File: src/sv/u8dfa_pkg.sv
`default_nettype none

package u8dfa_pkg;

    // Widths of the stream fields and of the decoder state.
    localparam int unsigned BYTE_W  = 8;
    localparam int unsigned CP_W    = 21;
    localparam int unsigned STATE_W = 4;
    localparam int unsigned CLASS_W = 4;
    localparam int unsigned NUM_STATES = 9;
    localparam int unsigned NUM_CLASSES = 16;

    // Payload bits carried by one continuation byte.
    localparam int unsigned CONT_BITS = 6;

    typedef logic [STATE_W-1:0] t_state;
    typedef logic [CLASS_W-1:0] t_class;
    typedef logic [CP_W-1:0]    t_code_point;

    // Named DFA states.
    localparam t_state ST_ACCEPT = 4'd0;
    localparam t_state ST_REJECT = 4'd1;

    // Code point given out for a malformed sequence.
    localparam t_code_point REPLACEMENT = 21'h00FFFD;
    // Largest Unicode scalar value.
    localparam t_code_point MAX_SCALAR = 21'h10FFFF;

    // Result of decoding one byte.
    typedef struct packed {
        logic        valid;
        logic        is_error;
        t_code_point code_point;
    } t_step_result;

    // Next state, indexed [state][class].
    localparam t_state NEXT_STATE [NUM_STATES][NUM_CLASSES] = '{
        '{4'd0, 4'd1, 4'd2, 4'd3, 4'd5, 4'd8, 4'd7, 4'd1,
          4'd1, 4'd1, 4'd4, 4'd6, 4'd1, 4'd1, 4'd1, 4'd1},
        '{4'd1, 4'd1, 4'd1, 4'd1, 4'd1, 4'd1, 4'd1, 4'd1,
          4'd1, 4'd1, 4'd1, 4'd1, 4'd1, 4'd1, 4'd1, 4'd1},
        '{4'd1, 4'd0, 4'd1, 4'd1, 4'd1, 4'd1, 4'd1, 4'd0,
          4'd1, 4'd0, 4'd1, 4'd1, 4'd1, 4'd1, 4'd1, 4'd1},
        '{4'd1, 4'd2, 4'd1, 4'd1, 4'd1, 4'd1, 4'd1, 4'd2,
          4'd1, 4'd2, 4'd1, 4'd1, 4'd1, 4'd1, 4'd1, 4'd1},
        '{4'd1, 4'd1, 4'd1, 4'd1, 4'd1, 4'd1, 4'd1, 4'd2,
          4'd1, 4'd1, 4'd1, 4'd1, 4'd1, 4'd1, 4'd1, 4'd1},
        '{4'd1, 4'd2, 4'd1, 4'd1, 4'd1, 4'd1, 4'd1, 4'd1,
          4'd1, 4'd2, 4'd1, 4'd1, 4'd1, 4'd1, 4'd1, 4'd1},
        '{4'd1, 4'd1, 4'd1, 4'd1, 4'd1, 4'd1, 4'd1, 4'd3,
          4'd1, 4'd3, 4'd1, 4'd1, 4'd1, 4'd1, 4'd1, 4'd1},
        '{4'd1, 4'd3, 4'd1, 4'd1, 4'd1, 4'd1, 4'd1, 4'd3,
          4'd1, 4'd3, 4'd1, 4'd1, 4'd1, 4'd1, 4'd1, 4'd1},
        '{4'd1, 4'd3, 4'd1, 4'd1, 4'd1, 4'd1, 4'd1, 4'd1,
          4'd1, 4'd1, 4'd1, 4'd1, 4'd1, 4'd1, 4'd1, 4'd1}
    };

    // Character class of a raw byte.
    function automatic t_class byte_class(input logic [BYTE_W-1:0] b);
        t_class cls;
        case (b) inside
            [8'h00:8'h7F]: cls = 4'd0;
            [8'h80:8'h8F]: cls = 4'd1;
            [8'h90:8'h9F]: cls = 4'd9;
            [8'hA0:8'hBF]: cls = 4'd7;
            [8'hC0:8'hC1]: cls = 4'd8;
            [8'hC2:8'hDF]: cls = 4'd2;
            8'hE0:         cls = 4'd10;
            [8'hE1:8'hEC]: cls = 4'd3;
            8'hED:         cls = 4'd4;
            [8'hEE:8'hEF]: cls = 4'd3;
            8'hF0:         cls = 4'd11;
            [8'hF1:8'hF3]: cls = 4'd6;
            8'hF4:         cls = 4'd5;
            default:       cls = 4'd8;
        endcase
        return cls;
    endfunction

endpackage

`default_nettype wire

File: src/sv/utf8_dfa_decoder.sv
// UTF-8 stream decoder.
// Bytes enter on the s_axis channel, one byte per transaction in
// s_axis_tdata[7:0]. Decoded code points leave on the m_axis channel:
// m_axis_tdata[20:0] holds the code point, m_axis_tuser[0] marks a
// malformed sequence, for which the code point is U+FFFD.
// A byte that completes a sequence or breaks one gives one output
// transaction; a byte inside a sequence gives none. The byte that breaks a
// sequence is consumed, and decoding restarts at the next byte.
// Pipeline: a byte is captured in the input register, where the class
// lookup, the next state and the accumulator update are formed, and its
// result is then loaded into the output register that drives m_axis_tvalid.
// Throughput: one byte per cycle while results are taken, set by the loop
// from the decoder state register through the transition table and back.
// Reset clears the decoder to the start state and empties both registers.
// A sequence cut off by the end of the stream stays pending.
// When the receiver stalls, the result is held; the input register still
// takes bytes that give no result, and s_axis_tready drops once a byte
// with a result waits behind the held one.
`default_nettype none

module utf8_dfa_decoder (
    input  wire logic        i_clk,
    input  wire logic        i_rst_n,
    input  wire logic        s_axis_tvalid,
    output logic             s_axis_tready,
    input  wire logic [7:0]  s_axis_tdata,   // [7:0] data_byte
    output logic             m_axis_tvalid,
    input  wire logic        m_axis_tready,
    output logic [23:0]      m_axis_tdata,   // [20:0] code_point, [23:21] zero
    output logic [0:0]       m_axis_tuser    // [0] is_error
);

    logic                         r_in_valid;
    logic [u8dfa_pkg::BYTE_W-1:0] r_in_byte;
    u8dfa_pkg::t_state            r_state;
    u8dfa_pkg::t_code_point       r_acc;
    logic                         r_out_valid;
    logic                         r_out_err;
    u8dfa_pkg::t_code_point       r_out_cp;

    u8dfa_pkg::t_state            w_state;
    u8dfa_pkg::t_code_point       w_acc;
    u8dfa_pkg::t_step_result      w_result;
    logic                         w_out_free;
    logic                         w_advance;
    logic                         w_load;

    u8dfa_step u_step (
        .i_byte   (r_in_byte),
        .i_state  (r_state),
        .i_acc    (r_acc),
        .o_state  (w_state),
        .o_acc    (w_acc),
        .o_result (w_result)
    );

    // The held byte moves on when it gives no result or the output has room.
    assign w_out_free    = !r_out_valid || m_axis_tready;
    assign w_advance     = r_in_valid && (!w_result.valid || w_out_free);
    assign w_load        = w_advance && w_result.valid;
    assign s_axis_tready = !r_in_valid || w_advance;

    // Input register.
    always_ff @(posedge i_clk) begin
        if (!i_rst_n) begin
            r_in_valid <= 1'b0;
        end else if (s_axis_tready) begin
            r_in_valid <= s_axis_tvalid;
        end
        if (s_axis_tready && s_axis_tvalid) begin
            r_in_byte <= s_axis_tdata;
        end
    end

    // Decoder state and accumulator.
    always_ff @(posedge i_clk) begin
        if (!i_rst_n) begin
            r_state <= u8dfa_pkg::ST_ACCEPT;
            r_acc   <= '0;
        end else if (w_advance) begin
            r_state <= w_state;
            r_acc   <= w_acc;
        end
    end

    // Output register.
    always_ff @(posedge i_clk) begin
        if (!i_rst_n) begin
            r_out_valid <= 1'b0;
        end else if (w_load) begin
            r_out_valid <= 1'b1;
        end else if (m_axis_tready) begin
            r_out_valid <= 1'b0;
        end
        if (w_load) begin
            r_out_err <= w_result.is_error;
            r_out_cp  <= w_result.code_point;
        end
    end

    assign m_axis_tvalid = r_out_valid;
    assign m_axis_tdata  = {{(24-u8dfa_pkg::CP_W){1'b0}}, r_out_cp};
    assign m_axis_tuser  = r_out_err;

    // The decoder never rests in reject or in a state past the table.
    a_state_range : assert property (@(posedge i_clk) disable iff (!i_rst_n)
        (r_state != u8dfa_pkg::ST_REJECT) &&
        (r_state < 4'(u8dfa_pkg::NUM_STATES)))
        else $error("decoder state out of range");

    // Any byte that gives a result leaves the decoder in the start state.
    a_result_restarts : assert property (@(posedge i_clk) disable iff (!i_rst_n)
        w_load |=> (r_state == u8dfa_pkg::ST_ACCEPT))
        else $error("decoder not at start after a result");

    // An error result always carries the replacement code point.
    a_error_value : assert property (@(posedge i_clk) disable iff (!i_rst_n)
        (r_out_valid && r_out_err) |-> (r_out_cp == u8dfa_pkg::REPLACEMENT))
        else $error("error result without replacement code point");

    // A good result is a Unicode scalar value.
    a_scalar_range : assert property (@(posedge i_clk) disable iff (!i_rst_n)
        (r_out_valid && !r_out_err) |-> (r_out_cp <= u8dfa_pkg::MAX_SCALAR))
        else $error("decoded value beyond the Unicode range");

    // A held result is not overwritten while the receiver stalls.
    a_no_overwrite : assert property (@(posedge i_clk) disable iff (!i_rst_n)
        (r_out_valid && !m_axis_tready) |-> !w_load)
        else $error("output register overwritten while stalled");

endmodule

`default_nettype wire

File: src/sv/u8dfa_step.sv
`default_nettype none

// One DFA step: classify the byte, look up the next state and fold the
// payload bits into the accumulator.
module u8dfa_step (
    input  wire logic [u8dfa_pkg::BYTE_W-1:0] i_byte,
    input  wire u8dfa_pkg::t_state            i_state,
    input  wire u8dfa_pkg::t_code_point       i_acc,
    output u8dfa_pkg::t_state                 o_state,
    output u8dfa_pkg::t_code_point            o_acc,
    output u8dfa_pkg::t_step_result           o_result
);

    u8dfa_pkg::t_class      w_class;
    u8dfa_pkg::t_state      w_next;
    u8dfa_pkg::t_code_point w_acc;
    logic [u8dfa_pkg::BYTE_W-1:0] w_lead_mask;

    assign w_class = u8dfa_pkg::byte_class(i_byte);

    // Lead byte keeps the bits under its length prefix; the mask shifts out
    // completely for classes of eight and up.
    assign w_lead_mask = 8'hFF >> w_class;

    // A continuation byte adds six payload bits; a lead byte starts over.
    always_comb begin
        if (i_state != u8dfa_pkg::ST_ACCEPT) begin
            w_acc = {i_acc[u8dfa_pkg::CP_W-u8dfa_pkg::CONT_BITS-1:0],
                     i_byte[u8dfa_pkg::CONT_BITS-1:0]};
        end else begin
            w_acc = {{(u8dfa_pkg::CP_W-u8dfa_pkg::BYTE_W){1'b0}},
                     w_lead_mask & i_byte};
        end
    end

    // State values past the table lead to reject on every class.
    always_comb begin
        if (i_state < 4'(u8dfa_pkg::NUM_STATES)) begin
            w_next = u8dfa_pkg::NEXT_STATE[i_state][w_class];
        end else begin
            w_next = u8dfa_pkg::ST_REJECT;
        end
    end

    // Accept gives the code point, reject gives the replacement and restarts.
    always_comb begin
        o_result.valid      = 1'b0;
        o_result.is_error   = 1'b0;
        o_result.code_point = w_acc;
        o_state             = w_next;
        o_acc               = w_acc;
        case (w_next)
            u8dfa_pkg::ST_ACCEPT: begin
                o_result.valid = 1'b1;
            end
            u8dfa_pkg::ST_REJECT: begin
                o_result.valid      = 1'b1;
                o_result.is_error   = 1'b1;
                o_result.code_point = u8dfa_pkg::REPLACEMENT;
                o_state             = u8dfa_pkg::ST_ACCEPT;
                o_acc               = '0;
            end
            default: begin
                o_result.valid = 1'b0;
            end
        endcase
    end

endmodule

`default_nettype wire

File: config.mk
export PLATFORM = sky130hd
export DESIGN_NAME = utf8_dfa_decoder
export DESIGN_NICKNAME = d
export VERILOG_FILES = /design/src/sv/u8dfa_pkg.sv /design/src/sv/utf8_dfa_decoder.sv /design/src/sv/u8dfa_step.sv
export SDC_FILE = /design/constraint.sdc
export NUM_CORES = 1
export LEC_CHECK = 0
export BUFFER_PORTS_ARGS = -buffer_cell sky130_fd_sc_hd__buf_2
export CORE_MARGIN = 2
export CORE_UTILIZATION = 25
export CTS_BUF_LIST = sky130_fd_sc_hd__clkbuf_2 sky130_fd_sc_hd__clkbuf_4 sky130_fd_sc_hd__clkbuf_8
export DETAILED_ROUTE_END_ITERATION = 8
export PLACE_DENSITY = 0.38
export SLEW_MARGIN = 20
export SYNTH_ARGS = -nofsm -noshare
export SYNTH_HDL_FRONTEND = slang
export SYNTH_HIERARCHICAL = 1
export SYNTH_SLANG_ARGS = --single-unit
File: constraint.sdc
create_clock -name i_clk -period 5.37 [get_ports i_clk]
set_input_delay 0.2685 -clock i_clk [delete_from_list [all_inputs] [get_ports i_clk]]
set_output_delay 0.2685 -clock i_clk [all_outputs]
set_load 0.02 [all_outputs]
# Word-level counts from Yosys, hierarchy flattened
# Memories as Yosys holds them, arrays and structs flattened.
# Index checks and enable logic that the tools add are counted.
# op_classes
n_addsub	0
n_div	0
mul	0
bitwise_logic	3
eq_ne	5
reduce_logical	22
n_lt_le_gt_ge	21
shift	1
mux	26
# ops
op	count
2-to-1 mux 64 bit	2
2-to-1 mux 4 bit	17
>= comparator 8 bit, second input constant	8
<= comparator 8 bit, second input constant	8
== test 8 bit, second input constant	4
2-to-1 mux 22 bit	1
2-to-1 mux 21 bit	1
binary-select mux 4 bit (select 4 bit)	1
2-to-1 mux 15 bit	1
logical AND 1 bit	12
>= comparator 5 bit, second input constant	2
NOT 4 -> 5 bit	2
bitwise AND 8 bit	1
>= comparator 8 x 1 -> 1 bit, second input constant	1
<= comparator 8 x 7 -> 1 bit, second input constant	1
>> shifter 8 x 4 -> 8 bit, first input constant	1
== test 4 x 1 -> 1 bit, second input constant	1
logical NOT 4 bit	1
less-than comparator 4 bit, second input constant	1
nonzero test 4 bit	1
logical NOT 1 bit	3
logical OR 1 bit	3
2-to-1 mux 1 bit	3
nonzero test 2 bit	1
OR reduction 2 bit	1
# totals
regBits	51
ram_bits	0
memories	1
out_inout_bits	27
inputBits	12
latch_bits	0
mem_bits_ro	1024
# mem_list
memory	words	word_bits	read_ports	rd_clocked_by_memory_dff	wr	line_no	rtl
(no name shown)	16	64	1	0	0	u8dfa_step.sv:39	w_next = u8dfa_pkg::NEXT_STATE[i_state][w_class];

# Depth between registers and ports, before layout
# logic_depth
word_depth	27
mapped_depth	12

# Cells and area by module
# The synthesis kept the hierarchy.
# modules_own_cells
mod	cells_per_inst	instances	area_each_um2	seq_area_each_um2
utf8_dfa_decoder	154	1	2047.0	1441.4
u8dfa_step	158	1	942.2	0.0

# Least setup slack after synthesis
# No wires, ideal clock.
# synth_timing
path_type	flip-flop to flip-flop
from	register r_in_byte[0] in the netlist's numbering
to	register r_out_err (netlist: m_axis_tuser), enable pin
t_arrival_ps	3347
slack_ps	1643
synth_period_minus_slack_ps	3727
path_buffers	2
t_required_ps	4989
setup_ps	381
stages_incl_launch_ff	11
cell_sequence	edfxtp_1 -> or4_4 -> a31o_1 -> a2111oi_4 -> nand2_1 -> a21oi_1 -> nor2_1 -> a21boi_2 -> buf_6 -> buf_12 -> and2_1
# synth_rtl
element	line_no	rtl
start: declaration	utf8_dfa_decoder.sv:34	logic [u8dfa_pkg::BYTE_W-1:0] r_in_byte;
start signal: assignment	utf8_dfa_decoder.sv:71	r_in_byte <= s_axis_tdata;
end signal: assignment	utf8_dfa_decoder.sv:96	r_out_err <= w_result.is_error;
end: declaration	utf8_dfa_decoder.sv:38	logic r_out_err;

==> impl_summary.md <==
Outcome
The flow ran to the end, and the final reports show no timing, DRC or antenna violations.

Clock tree
Once the clock tree was built, the setup fixing pass inserted 0 buffers. At the later pin of the worst-skew pair, clock insertion delay measures 0.31 ns. Clock-pin slew was measured on the worst setup and hold paths at 0.10 ns.

For this design, the sink count on the clock tree is 51. Once the clock tree was built, the resizer swapped 0 gates to a different size. The library cell used as clock root buffer is sky130_fd_sc_hd__clkbuf_8.

In this run, CTS created clock tree buffers numbering 5. The deepest clock path buffer count is 2. The number of levels in the clock H-tree is 2. The number of hold buffers added after CTS was 0. TritonCTS built the clock tree.

Setup path
The flop-to-flop setup slack is 1.78 ns. For this design, the slowest cell found on the critical path is sky130_fd_sc_hd__a2111oi_4. In this run the worst path has a maximum fanout of 10. STA puts the critical path data arrival time at 3.38 ns.

The longest individual stage delay on the worst path is 0.67 ns. The type of the worst setup path is reg -> out. The endpoint class of the critical path is a primary output. The endpoint of the worst setup timing path is s_axis_tready. The kind of start point of the critical path is a flip-flop. The reg-to-reg startpoint is r_in_byte[0]$_DFFE_PP_.

The capture point of the worst reg-to-reg path is r_in_byte[7]$_DFFE_PP_. The number of cells on the worst reg-to-reg path is 9. The most critical setup path has its startpoint at r_in_byte[0]$_DFFE_PP_. The cell that appears most often on the critical path is sky130_fd_sc_hd__nand2_1. Traced cell by cell, the critical path runs through or4_4 > a31o_1 > a2111oi_4 > nand2_1 > a21oi_1 > nor2_1 > and2_1 > nand2_1 > buf_2. The endpoint required time on the critical path is 5.10 ns.

Yosys
After synthesis, the mean cell area works out to 9.62 um^2. The post-synthesis instance total is 287. The number of warnings printed during yosys synthesis is 6. The netlist area before placement is 2760 um^2.

Detailed routing
The total wire length after detailed routing is 5770 um. For this run, the detailed router's first-pass iteration total came to 4. The final antenna-violating net count is 0. Signal routing reaches up to met4. For this block, the via count after detailed routing is 2008. The detailed router put a total of 2780 um of wire on met1. The detailed router finished its first iteration with 86 violations.

The routed length per placed instance is 12.9 um. Dividing the detail-routed via count by the number of cells gives 4.48. After detailed routing, the number of remaining DRC violations is 0. After detailed routing, the met2 layer carries 2650 um of wire. The total met3 wirelength after detailed routing is 224 um.

Timing
The tightest hold path in the finished design has a slack of 0.131 ns. The post-layout worst setup margin is 1.72 ns. The final number of max-transition violations was 0. For the final database, setup skew stands at 0.0137 ns. Setup repair after global routing left no endpoint under its margin.

The hold violation total from the final report is 0. For the pin with the worst max-slew slack, the measured transition is 1.01 ns. The headroom to the max-slew limit is 0.325. The top achievable clock speed is 274 MHz. The final-report setup violation count is 0.

The accumulated negative setup slack is 0 ns. The post-layout minimum cycle time is 3.65 ns. Dividing the final minimum period by the clock period gives 0.679.

GRT
The via count of the first global-routing pass is 1929. The pin count of the biggest net entering global routing is 41. The initial antenna violation count came to 0. The total overflow left after global routing is 0. The first global-routing pass estimated 9410 um of wire. The all-layer global routing usage is 0.102.

Floorplanning
For this configuration, the core starts out at a cell density of 0.256. The standard cell core area is 10800 um^2. The floorplan die width is 109 um. The area of the die is 11900 um^2. The boundary pin count is 39. Row generation in the floorplan step produced 38 rows. From bottom edge to top edge, the die measures 109 um.

Finish
Leaving out fill and tap cells, the most frequent cells in the layout are sky130_fd_sc_hd__nand2_1 (66), sky130_fd_sc_hd__buf_2 (35), sky130_fd_sc_hd__edfxtp_1 (30). At the end of the flow, the number of nets in the layout was 319. The relative area change from synthesis to final layout is 10.1%. The library cell used most frequently in the layout, excluding fill and tap cells, is sky130_fd_sc_hd__nand2_1. Once layout is complete, the utilization of the core stands at 0.282. The fraction of final layout cells sized beyond drive strength 1 is 0.188. The antenna diode count is 0.

Min path
The type of the worst min-delay path is in -> reg.

Power and ir drop
The worst-case IR drop observed on VDD is 135 uV. The design draws 0.865 mW. In this run the static leakage power is 1.10 nW. The power density normalized to cell area is 285 nW/um^2.

Placement
The minimum setup slack after placement is 1.78 ns. The placer's final routability congestion estimate is 0.793. The count of buffers from port buffering is 35. Detailed placement ended at an HPWL of 3950 um.

Flow run
Max-cap violations in this run came to 0.
[worst max-delay path: cells and delay by family (launching register included)]
family                 cells  cell delay [ns]
AOI/OAI and AO/OA          3             1.24
buffers and inverters      1             0.17
DFF                        1             0.50
and+or+nand+nor            5             1.17
[state kept, by name (all words and copies together), names as in the netlist]
signal and flops:
r_out_cp 21, r_state 4, r_acc 15, m_axis_tuser 1, r_in_valid 1, m_axis_tvalid 1, r_in_byte 8
[cell type report]
class,count,area [um^2]
repair buffers,38,198
multi-input cells,209,1240
well taps,140,175
flip-flops and latches,51,1320
inverters,2,7.51
clock buffers,5,68.8
clock inverters,3,28.8
fillers,1152,7750
[stage by stage]
stage,area [um^2],cells
2_1_floorplan,2770,289
3_3_place_gp,2940,440
3_5_place_dp,2940,440
4_1_cts,3040,448
5_1_grt,3040,448
6_report,3040,448
[layer usage]
| layer | vias up | global-route usage |
|---|---|---|
| li1 | 1023 | - |
| met1 | 934 | 0.136 |
| met2 | 42 | 0.161 |
| met3 | 9 | 0.0209 |
| met4 | 0 | 0.0394 |
| met5 | - | 0 |
[worst min path at each step]
stage | to | slack [ns] | start | cells past startpoint
after detailed placement | r_in_byte[1]$_DFFE_PP_ | 0.45 | s_axis_tdata[1] | 1
after global placement | r_acc[3]$_SDFFE_PN0P_ | 0.45 | r_acc[3]$_SDFFE_PN0P_ | 2
final | r_in_byte[1]$_DFFE_PP_ | 0.13 | s_axis_tdata[1] | 1
after global routing | r_in_byte[1]$_DFFE_PP_ | 0.12 | s_axis_tdata[1] | 1
after CTS | r_in_byte[2]$_DFFE_PP_ | 0.12 | s_axis_tdata[2] | 1
after floorplan | r_in_byte[0]$_DFFE_PP_ | 0.37 | s_axis_tdata[0] | 0
[power breakdown]
group          total, mW  switching [mW]  leakage [nW]  internal, mW
Clock              0.241           0.144        0.0502        0.0970
Combinational      0.167           0.108         0.598        0.0590
Sequential         0.457          0.0133         0.453         0.443
Total              0.865           0.266          1.10         0.599
Note: power is estimated with default switching activity, not from simulation.
